--- src/rtl/core/mtsp_pkg.sv ---
package mtsp_pkg;

    localparam int COORD_W = 32;
    localparam int MULT_W  = COORD_W + 1;
    localparam int GAIN_W  = 48;
    localparam int ORIG_W  = 48;
    localparam int DIM_W   = 16;
    localparam int CFG_IDX_W = 3;
    localparam int CFG_DATA_W = 48;
    localparam int GAIN_LO_W = 16;
    localparam int PP_LO_W = MULT_W + GAIN_LO_W + 1;
    localparam int PP_HI_W = MULT_W + GAIN_W - GAIN_LO_W;
    localparam int SUM_W   = MULT_W + GAIN_W;
    localparam int FRAC_W  = 32;
    localparam int RND_W   = SUM_W - FRAC_W;

    localparam logic [CFG_IDX_W-1:0] REG_X_GAIN   = 3'd0;
    localparam logic [CFG_IDX_W-1:0] REG_Y_GAIN   = 3'd1;
    localparam logic [CFG_IDX_W-1:0] REG_X_ORIGIN = 3'd2;
    localparam logic [CFG_IDX_W-1:0] REG_Y_ORIGIN = 3'd3;
    localparam logic [CFG_IDX_W-1:0] REG_SCREEN_W = 3'd4;
    localparam logic [CFG_IDX_W-1:0] REG_SCREEN_H = 3'd5;

    localparam logic signed [GAIN_W-1:0] GAIN_RESET   = 48'sd4294967296;
    localparam logic signed [ORIG_W-1:0] ORIGIN_RESET = 48'sd0;
    localparam logic [DIM_W-1:0]         WIDTH_RESET  = 16'd640;
    localparam logic [DIM_W-1:0]         HEIGHT_RESET = 16'd480;

    typedef struct packed {
        logic en2;
        logic en3;
    } t_pipe_ctl;

    typedef struct packed {
        logic load;
        logic last;
    } t_box_ctl;

endpackage

--- src/rtl/core/mtsp_scale.sv ---
module mtsp_scale (
    input  logic                                   i_clk,
    input  mtsp_pkg::t_pipe_ctl                    i_ctl,
    input  logic signed [mtsp_pkg::MULT_W-1:0]     i_m,
    input  logic signed [mtsp_pkg::GAIN_W-1:0]     i_gain,
    input  logic signed [mtsp_pkg::ORIG_W-1:0]     i_origin,
    output logic signed [mtsp_pkg::RND_W-1:0]      o_rounded
);

    localparam logic [mtsp_pkg::SUM_W-1:0] HALF = 81'd1 << (mtsp_pkg::FRAC_W - 1);

    logic signed [mtsp_pkg::PP_LO_W-1:0] n_pp_lo;
    logic signed [mtsp_pkg::PP_HI_W-1:0] n_pp_hi;
    logic signed [mtsp_pkg::PP_LO_W-1:0] r_pp_lo;
    logic signed [mtsp_pkg::PP_HI_W-1:0] r_pp_hi;
    logic [mtsp_pkg::SUM_W-1:0]          w_sum;
    logic signed [mtsp_pkg::RND_W-1:0]   r_rounded;

    // split gain into low 16 unsigned bits and signed high part
    assign n_pp_lo = i_m * $signed({1'b0, i_gain[mtsp_pkg::GAIN_LO_W-1:0]});
    assign n_pp_hi = i_m * $signed(i_gain[mtsp_pkg::GAIN_W-1:mtsp_pkg::GAIN_LO_W]);

    always_ff @(posedge i_clk) begin
        if (i_ctl.en2) begin
            r_pp_lo <= n_pp_lo;
            r_pp_hi <= n_pp_hi;
        end
    end

    assign w_sum = {r_pp_hi, {mtsp_pkg::GAIN_LO_W{1'b0}}}
                 + {{(mtsp_pkg::SUM_W - mtsp_pkg::PP_LO_W){r_pp_lo[mtsp_pkg::PP_LO_W-1]}},
                    r_pp_lo}
                 + {{(mtsp_pkg::SUM_W - mtsp_pkg::ORIG_W - 16){i_origin[mtsp_pkg::ORIG_W-1]}},
                    i_origin, 16'd0}
                 + HALF;

    always_ff @(posedge i_clk) begin
        if (i_ctl.en3) begin
            r_rounded <= $signed(w_sum[mtsp_pkg::SUM_W-1:mtsp_pkg::FRAC_W]);
        end
    end

    assign o_rounded = r_rounded;

endmodule

--- config.mk ---
export PLATFORM = sky130hd
export DESIGN_NAME = mtsp_scale
export DESIGN_NICKNAME = d
export VERILOG_FILES = /design/src/rtl/core/mtsp_pkg.sv /design/src/rtl/core/mtsp_scale.sv
export SDC_FILE = /design/constraint.sdc
export NUM_CORES = 2
export LEC_CHECK = 0
export BUFFER_PORTS_ARGS = -buffer_cell sky130_fd_sc_hd__buf_2
export CORE_MARGIN = 1
export CORE_UTILIZATION = 26
export DETAILED_ROUTE_END_ITERATION = 6
export HOLD_SLACK_MARGIN = 0.06
export SLEW_MARGIN = 25
export SYNTH_ARGS = -nofsm -noshare
export SYNTH_HDL_FRONTEND = slang
export SYNTH_SLANG_ARGS = --single-unit
--- constraint.sdc ---
create_clock -name i_clk -period 8.2 [get_ports i_clk]
set_input_delay 0.82 -clock i_clk [delete_from_list [all_inputs] [get_ports i_clk]]
set_output_delay 0.82 -clock i_clk [all_outputs]
set_load 0.05 [all_outputs]
==> summary.txt <==
Detailed routing
  • Detailed-route wire length: 190,700 µm
  • DR vias/cell: 4.455
  • Routed vias: 45,720
  • Drt first-iter violations: 2,763
  • WL/cell: 18.58 µm
  • First-pass DRT Iterations: 6
  • DRC Markers: 0
  • Post-route ant nets: 0

Global route
  • First-pass GRT wire length: 301,100 µm
  • Grt ovf: 0
  • Total GRT Usage: 15.82%
  • Vias in the first global route: 51,360
  • Initial antenna violation count: 52
  • Largest net degree at the start of global routing: 54

Finish
  • Final net count: 9,277
  • Layout cell share with drive strength beyond 1: 12.15%
  • Post-route insts no fill: 10,260
  • Register Area: 4444 µm²
  • Fill count: 25,110
  • Area of the multi-input gates: 52,610 µm²
  • Area Growth Syn to Fin: 14.94%

STA
  • Fin. max-slew vios: 0
  • Final Critical Period: 8.037 ns
  • Fin. Hold Viols: 0
  • Final setup viols: 0
  • Slew @ Worst Pin: 0.8662 ns
  • Setup ws final: 0.1633 ns
  • Worst Clk Skew: 0.02822 ns
  • Tcrit/Tclk final: 98.01%
  • F_max: 0.1244 GHz
  • Max-slew headroom: 41.81%

Clock tree
  • Root buf cell: clkbuf_16
  • Clock Latency Late Sink: 0.52 ns
  • Clock Path Buffers: 2
  • Clock slew at reported path FFs: 0.09 ns
  • Clock sinks: 148
  • Htree depth: 4
  • TritonCTS clock tree: yes
  • CTS buffer count: 17

Synth
  • Post-synthesis sequential area ratio: 6.967%
  • Post-synth EDFFs: 148
  • Synth cell count leaders: 1,676 x fa_1, 1,519 x inv_1, 887 x nand2_1, 745 x and2_1, 428 x ha_1
  • Syn. warnings: 0
  • Flops & latches, synth: 148
  • Mapped Nets: 8,814
  • Most used DFF post-synth: edfxtp_1
  • Mean Syn Cell Area: 9.698 µm²
  • Synth area leader: fa_1
  • Async set-reset flop share out of synthesis: 0%
  • Unique masters post-synth: 68
  • Most frequent cell after synthesis: fa_1
  • Top cells by area, synth: fa_1 53%, inv_1 8.9%, ha_1 8.4%, and2_1 7.3%, edfxtp_1 7.0%
  • Top-area cell type share of the netlist area: 52.60%
  • Cell Area, Synth: 63,790 µm²
  • Cells after Synth: 6,578

Setup path
  • Crit-path max FO: 16
  • CP Launch Type: primary input
  • Arr. time, crit path: 8.28 ns
  • CP Capture Type: flip-flop
  • Worst EP required: 8.44 ns
  • Crit path kind: in2reg

Hold path
  • Hold Path Class: in2reg

Placement
  • Placed cells: 10,220
  • Port-buffer cells: 180
  • Post-DP HPWL: 167,900 µm
  • Pre-CTS worst setup slack: -1.099 ns
  • RD Place Congestion: 0.8892

Floorplanning
  • Die Y-Extent: 497.3 µm
  • Io pins: 181
  • Die X: 497.3 µm
  • Initial Util: 26.20%
  • Die area: 247,300 µm²
  • Core Box Area: 243,500 µm²
  • # rows: 181

Job
  • MaxCap Viol Count: 0

Status
  • Status: finished clean
logic make-up (layout without fill, tap and decap cells):
kind of cell / Yosys count / count (layout) / share of synthesized area (%)
other cells: 0 / 6 / 0
fa+ha+maj: 2104 / 2104 / 60.99
compound gates: 439 / 439 / 4.409
simple gates: 1876 / 1876 / 14.53
xor+xnor: 161 / 161 / 2.210
flops: 148 / 148 / 6.967
buf+inv: 1850 / 2326 / 10.89
worst max-delay path: stages:
cell and delay [ns]:
buf_2 0.21, buf_4 0.20, buf_4 0.13, and2_1 0.17, fa_1 0.55, inv_1 0.05
fa_1 0.48, inv_1 0.05, fa_1 0.48, fa_1 0.55, fa_1 0.61, fa_1 0.46
fa_1 0.51, fa_1 0.44, ha_1 0.34, and3_1 0.19, nand4_1 0.18, nor4_4 0.33
o211ai_1 0.24, buf_4 0.23, a211oi_4 0.23, buf_6 0.14, nor2b_2 0.04, o21a_1 0.21
o21bai_1 0.14, a21oi_1 0.09, xnor2_1 0.15
registers in the layout, indices dropped and copies added, names as in the netlist:
name and count:
r_pp_hi 65, r_pp_lo 34, o_rounded 49
cell type report:
type                            count  area share [%]
Multi-Input combinational cell   4580           71.75
Timing Repair Buffer              774           8.126
Inverter                         1520           7.787
Antenna cell                        6         0.02048
Clock buffer                       17          0.5802
Tap cell                         3202           5.464
Sequential cell                   148           6.061
Clock inverter                     15          0.2150
cell usage in the layout (no fill, tap or decap), types with 8 or more instances in the layout:
cell / n
ha_1: 425
a21oi_1: 137
a211oi_1: 10
a31oi_1: 22
o21ai_1: 8
o21bai_1: 27
nor2b_1: 12
xor2_1: 46
nand4_1: 24
nor2_1: 96
and3_1: 25
xnor2_1: 115
and2_1: 745
buf_2: 154
a21o_1: 89
nor3_1: 13
o21a_1: 13
nand2b_1: 17
fa_1: 1668
buf_4: 564
buf_6: 8
o21ai_0: 67
fa_2: 8
edfxtp_1: 148
nand2_1: 885
clkbuf_16: 17
nand3_1: 24
inv_1: 1516
buf_12: 39
stage by stage:
stage          instance area [µm²]  hold WS [ns]   TNS [ns]  utilization, %
3_5_place_dp                 72370        0.8757     -13.75           29.73
3_3_place_gp                 72370        0.8659     -11.36           29.73
4_1_cts                      73030        0.6185          0           30.00
2_1_floorplan                63800        0.7320          0               -
5_1_grt                      73310        0.6339  -0.009100           30.11
6_report                     73320        0.6328          0           30.12
what timing repair did:
action / in CTS / in global routing
hold buffers: 0 / 0
buffers inserted: 0 / 6
pin swaps: 2 / 17
setup endpoints to repair: 11 / 19
resized for setup: 25 / 60
layer usage:
layer / global-route usage [%] / part of all wire (%) / up-vias
met5: 0 / 0.14 / -
met1: 20.90 / 44 / 23840
li1: - / - / 20190
met2: 26.19 / 47 / 1378
met4: 4.353 / 2.7 / 42
met3: 3.121 / 7.1 / 276
path summary, 6_finish.rpt:
check                           cells past startpoint  slack [ns]                   from                 endpoint
worst max-delay path                               27        0.16             i_gain[36]    r_pp_hi[58]$_DFFE_PP_
worst min-delay path                                1        0.63               i_ctl[1]    r_pp_lo[20]$_DFFE_PP_
worst max register to register                     15        2.57  r_pp_lo[20]$_DFFE_PP_  o_rounded[35]$_DFFE_PP_
worst min register to register                      3        0.83  r_pp_hi[64]$_DFFE_PP_  o_rounded[48]$_DFFE_PP_
Power is left out: the tool's default activity adds up to more than one toggle a clock period on the data nets, which glitch-free logic cannot reach.
