[src/rtl/core/mtsp_pkg.sv]
package mtsp_pkg;

    localparam int COORD_W = 32;
    localparam int MULT_W  = COORD_W + 1;
    localparam int GAIN_W  = 48;
    localparam int ORIG_W  = 48;
    localparam int DIM_W   = 16;
    localparam int CFG_IDX_W = 3;
    localparam int CFG_DATA_W = 48;
    localparam int GAIN_LO_W = 16;
    localparam int PP_LO_W = MULT_W + GAIN_LO_W + 1;
    localparam int PP_HI_W = MULT_W + GAIN_W - GAIN_LO_W;
    localparam int SUM_W   = MULT_W + GAIN_W;
    localparam int FRAC_W  = 32;
    localparam int RND_W   = SUM_W - FRAC_W;

    localparam logic [CFG_IDX_W-1:0] REG_X_GAIN   = 3'd0;
    localparam logic [CFG_IDX_W-1:0] REG_Y_GAIN   = 3'd1;
    localparam logic [CFG_IDX_W-1:0] REG_X_ORIGIN = 3'd2;
    localparam logic [CFG_IDX_W-1:0] REG_Y_ORIGIN = 3'd3;
    localparam logic [CFG_IDX_W-1:0] REG_SCREEN_W = 3'd4;
    localparam logic [CFG_IDX_W-1:0] REG_SCREEN_H = 3'd5;

    localparam logic signed [GAIN_W-1:0] GAIN_RESET   = 48'sd4294967296;
    localparam logic signed [ORIG_W-1:0] ORIGIN_RESET = 48'sd0;
    localparam logic [DIM_W-1:0]         WIDTH_RESET  = 16'd640;
    localparam logic [DIM_W-1:0]         HEIGHT_RESET = 16'd480;

    typedef struct packed {
        logic en2;
        logic en3;
    } t_pipe_ctl;

    typedef struct packed {
        logic load;
        logic last;
    } t_box_ctl;

endpackage

[src/rtl/core/mtsp_box.sv]
module mtsp_box (
    input  logic                                   i_clk,
    input  logic                                   i_rst_n,
    input  mtsp_pkg::t_box_ctl                     i_ctl,
    input  logic signed [mtsp_pkg::RND_W-1:0]      i_rx,
    input  logic signed [mtsp_pkg::RND_W-1:0]      i_ry,
    input  logic [mtsp_pkg::DIM_W-1:0]             i_width,
    input  logic [mtsp_pkg::DIM_W-1:0]             i_height,
    output logic signed [mtsp_pkg::COORD_W-1:0]    o_sx,
    output logic signed [mtsp_pkg::COORD_W-1:0]    o_sy,
    output logic                                   o_visible
);

    localparam int CW = mtsp_pkg::COORD_W;

    function automatic logic signed [CW-1:0] sat(input logic signed [mtsp_pkg::RND_W-1:0] v);
        logic signed [CW-1:0] res;
        if (v > $signed({{(mtsp_pkg::RND_W-CW+1){1'b0}}, {(CW-1){1'b1}}})) begin
            res = {1'b0, {(CW-1){1'b1}}};
        end else if (v < $signed({{(mtsp_pkg::RND_W-CW+1){1'b1}}, {(CW-1){1'b0}}})) begin
            res = {1'b1, {(CW-1){1'b0}}};
        end else begin
            res = v[CW-1:0];
        end
        return res;
    endfunction

    logic signed [CW-1:0] r_min_x, r_max_x, r_min_y, r_max_y;
    logic signed [CW-1:0] n_min_x, n_max_x, n_min_y, n_max_y;
    logic                 r_first_pending;
    logic signed [CW-1:0] w_sx, w_sy;

    assign w_sx = sat(i_rx);
    assign w_sy = sat(i_ry);

    always_comb begin
        if (r_first_pending) begin
            n_min_x = w_sx;
            n_max_x = w_sx;
            n_min_y = w_sy;
            n_max_y = w_sy;
        end else begin
            n_min_x = (w_sx < r_min_x) ? w_sx : r_min_x;
            n_max_x = (w_sx > r_max_x) ? w_sx : r_max_x;
            n_min_y = (w_sy < r_min_y) ? w_sy : r_min_y;
            n_max_y = (w_sy > r_max_y) ? w_sy : r_max_y;
        end
    end

    assign o_sx = w_sx;
    assign o_sy = w_sy;
    assign o_visible = i_ctl.last
                     && !n_max_x[CW-1]
                     && ($signed({n_min_x[CW-1], n_min_x})
                         < $signed({{(CW+1-mtsp_pkg::DIM_W){1'b0}}, i_width}))
                     && !n_max_y[CW-1]
                     && ($signed({n_min_y[CW-1], n_min_y})
                         < $signed({{(CW+1-mtsp_pkg::DIM_W){1'b0}}, i_height}));

    always_ff @(posedge i_clk) begin
        if (!i_rst_n) begin
            r_min_x         <= '0;
            r_max_x         <= '0;
            r_min_y         <= '0;
            r_max_y         <= '0;
            r_first_pending <= 1'b1;
        end else if (i_ctl.load) begin
            r_min_x         <= n_min_x;
            r_max_x         <= n_max_x;
            r_min_y         <= n_min_y;
            r_max_y         <= n_max_y;
            r_first_pending <= i_ctl.last;
        end
    end

endmodule

[config.mk]
export PLATFORM = sky130hd
export DESIGN_NAME = mtsp_box
export DESIGN_NICKNAME = d
export VERILOG_FILES = /design/src/rtl/core/mtsp_pkg.sv /design/src/rtl/core/mtsp_box.sv
export SDC_FILE = /design/constraint.sdc
export NUM_CORES = 1
export LEC_CHECK = 0
export ABC_CLOCK_PERIOD_IN_PS = 9100
export BUFFER_PORTS_ARGS = -buffer_cell sky130_fd_sc_hd__buf_2
export CORE_ASPECT_RATIO = 0.6
export CORE_MARGIN = 3
export CORE_UTILIZATION = 57
export CTS_CLUSTER_DIAMETER = 200
export CTS_CLUSTER_SIZE = 20
export DETAILED_ROUTE_END_ITERATION = 8
export GPL_ROUTABILITY_DRIVEN = 0
export PLACE_DENSITY = 0.79
export SYNTH_ARGS = -nofsm -noshare
export SYNTH_HDL_FRONTEND = slang
export SYNTH_SLANG_ARGS = --single-unit
[constraint.sdc]
create_clock -name i_clk -period 9.1 [get_ports i_clk]
set_clock_uncertainty 0.15 [all_clocks]
set_input_delay 1.365 -clock i_clk [delete_from_list [all_inputs] [get_ports i_clk]]
set_output_delay 1.365 -clock i_clk [all_outputs]
set_load 0.05 [all_outputs]
==> impl_metrics.tcl <==
set metrics [dict create \
    status "completed" \
    detail_route.first_pass.iterations 7 \
    setup_viol 0 \
    power_frac_comb_pct 32.1 \
    async_flop_share_pct 0 \
    seq_area_mm2 0.00258 \
    multiInputGateArea_mm2 0.00679 \
    syn-num-nets 1568 \
    grt_pass1_vias 9290 \
    crit_path_max_fanout 16 \
    reg2reg_to "r_max_y[20]$_SDFFE_PN0P_" \
    p_per_area_mw_per_mm2 161 \
    slew_violations 0 \
    avgRoutedWirePerCell_um 17.8 \
    dp_hpwl_um 22700 \
    ys_types 58 \
    critPathLaunchType "input pin" \
    synth.avg_cell_area_um2 8.07 \
    worstSetupPathType "input pin to output pin" \
    cts-buffers-inserted 17 \
    r2r_cells 13 \
    synth_top_area_cell "dfxtp_1" \
    arrival_ns 7.21 \
    hold_viol_final 0 \
    die_area_mm2 0.0198 \
    clock_latency_ns 0.42 \
    ant_nets 0 \
    cp-end-kind "output pin" \
    num_rows 37 \
    antenna_found_initial 0 \
    yosysMostFrequentCell "inv_1" \
    timing.setup.tns_ns 0 \
    synthesis.area_mm2 0.0103 \
    ctsHoldBuffers 0 \
    die_h_um 110 \
    swShare_pct 35.2 \
    nets 1748 \
    synth_area_leaders "dfxtp_1 (25%), ha_1 (19%), inv_1 (6.7%)" \
    h-tree-depth 4 \
    synth-seq-cells 129 \
    synth_cells 1278 \
    vias 10000 \
    diodes 0 \
    holdPathStages 1 \
    io_buffer_count 198 \
    grt_max_degree 113 \
    path_clk_slew_ns 0.06 \
    wl_um 30300 \
    reg2reg_setup_slack_ns 4.92 \
    period_share_pct 95.9 \
    drive_gt1_share_pct 20.2 \
    areaGrowthSynthToFinish_pct 17.6 \
    whs_ns 0.349 \
    maxCapViolations 0 \
    intPower_mw 1.26 \
    yosys-top-cells-count "inv_1 (183), ha_1 (156), dfxtp_1 (129)" \
    tritoncts "yes" \
    ys_warn_count 0 \
    min_from "r_max_x[21]$_SDFFE_PN0P_" \
    yosysTopAreaCellShare_pct 25.1 \
    cts-root-buf "clkbuf_16" \
    synth_edf_count 0 \
    power.switching_mw 0.686 \
    hold_class "flip-flop to flip-flop" \
    irDropWorstVdd_mv 0.114 \
    worstMarginPinSlew_ns 1.14 \
    coreArea_mm2 0.0174 \
    max_freq_mhz 115 \
    overflow 0 \
    synth_ff_type "dfxtp_1" \
    seqPwrFrac_pct 33.2 \
    fill_cells 1470 \
    pin_count 199 \
    drt_iter0_markers 964 \
    clkPwrFrac_pct 34.7 \
    r2r_start "r_max_y[31]$_SDFFE_PN0P_" \
    clock_path_buffers 2 \
    yosysSeqAreaShare_pct 25.1 \
    cts.sink_count 129 \
    initial_core_util_pct 59.2 \
    drc_errors 0 \
    gr-usage-all-layers_pct 29.7 \
    crit_start "i_rx[33]" \
    via_per_inst 5.89 \
    slew_headroom_pct 23.9 \
    p_leak_nw 6.07 \
    hold_end "r_max_x[21]$_SDFFE_PN0P_" \
    grt_pass1_wl_um 48000 \
    worstPathRequired_ns 7.59 \
    period_minus_slack_ns 8.73 \
    die_w_um 180 \
]
==> per-layer routing <==
metal	up-vias	wire, um	part of all wire (%)	global-route usage (%)
met4	0	204	0.67	5.02
met2	495	11900	39	42.5
met1	4626	14900	49	45.1
met5	-	0	0	0
met3	24	3220	11	7.93
li1	4887	-	-	-
==> through the flow <==
step,std cells,instance area [um^2],total power [mW],utilization [%],setup slack [ns]
floorplan,1278,10300,1.09,-,0.381
global placement,1672,11500,1.24,66.3,0.405
detailed placement,1672,11500,1.26,66.3,0.181
CTS,1703,12100,1.94,69.5,0.146
global route,1704,12100,2.05,69.7,-0.0219
finish,1704,12100,1.95,69.7,0.373
==> worst max-delay path: stages <==
cell and delay (ns):
buf_2 0.10, or3_1 0.39, o31a_2 0.49, a21oi_1 0.24
inv_1 0.12, ha_1 0.38, nand3_1 0.12, nor4_1 0.25
buf_4 0.17, o2111ai_1 0.13, and2_1 0.20, o211ai_1 0.25
mux2i_2 0.23, buf_4 0.17, buf_4 0.17, mux2_2 0.36
ha_1 0.18, a21o_1 0.15, a21o_1 0.17, a21oi_1 0.16
o21ai_0 0.12, a21o_1 0.20, nor4b_1 0.33, o32ai_1 0.17
a211oi_2 0.28, clkbuf_4 0.28
==> cell type report <==
cell class | instances | area share, %
multi-input combinational | 902 | 56.0
timing repair buffer | 225 | 9.99
clock buffer | 18 | 3.54
inverter | 183 | 5.66
sequential | 129 | 21.3
tap | 234 | 2.41
clock inverter | 13 | 1.15
==> logic make-up (layout without fill, tap and decap cells) <==
kind of cell	count (synthesis)	count (layout)	synth area share [%]
adders and majority gates	156	156	18.9
AOI/OAI and AO/OA	326	326	21.9
and+or+nand+nor	355	355	17.5
muxes	65	65	7.15
buffers and inverters	247	439	9.45
DFF	129	129	25.1
==> state kept, by name (all words and copies together) (netlist names) <==
name,count
r_max_x,32
r_max_y,32
r_min_x,32
r_min_y,32
r_first_pending,1
==> timing repair <==
action,CTS,global route
endpoints found under the setup margin,0,1
endpoints found under the hold margin,0,0
gates resized for setup,0,6
buffers inserted,0,1
==> power by group through the flow <==
stage,Combinational (mW),Clock [mW],Sequential (mW)
after detailed placement,0.606,0,0.657
after global routing,0.692,0.708,0.652
after floorplan,0.441,0,0.648
final,0.626,0.677,0.647
after global placement,0.588,0,0.655
after CTS,0.613,0.684,0.645
==> worst max-delay path by stage <==
stage,slack (ns),cells after the start,endpoint
3_5_place_dp,0.18,25,o_visible
2_1_floorplan,0.38,24,o_visible
5_1_grt,-0.02,26,o_visible
6_report,0.37,26,o_visible
4_1_cts,0.15,25,o_visible
3_3_place_gp,0.41,25,o_visible
==> placed cells by master (no fill, tap or decap), types with 23 or more instances in the layout <==
cell type,synthesis,layout
a21o_1,39,39
inv_1,183,183
mux2i_1,35,34
nor2b_1,66,66
nor2_1,31,31
nand2_1,124,123
ha_1,156,156
o211a_1,49,49
buf_4,2,27
nand4_1,33,33
nor4_1,23,23
a21oi_1,119,119
nand3_1,36,36
buf_2,14,196
dfxtp_1,129,129
o21ai_0,45,45
Power figures use the tool's default switching activity.
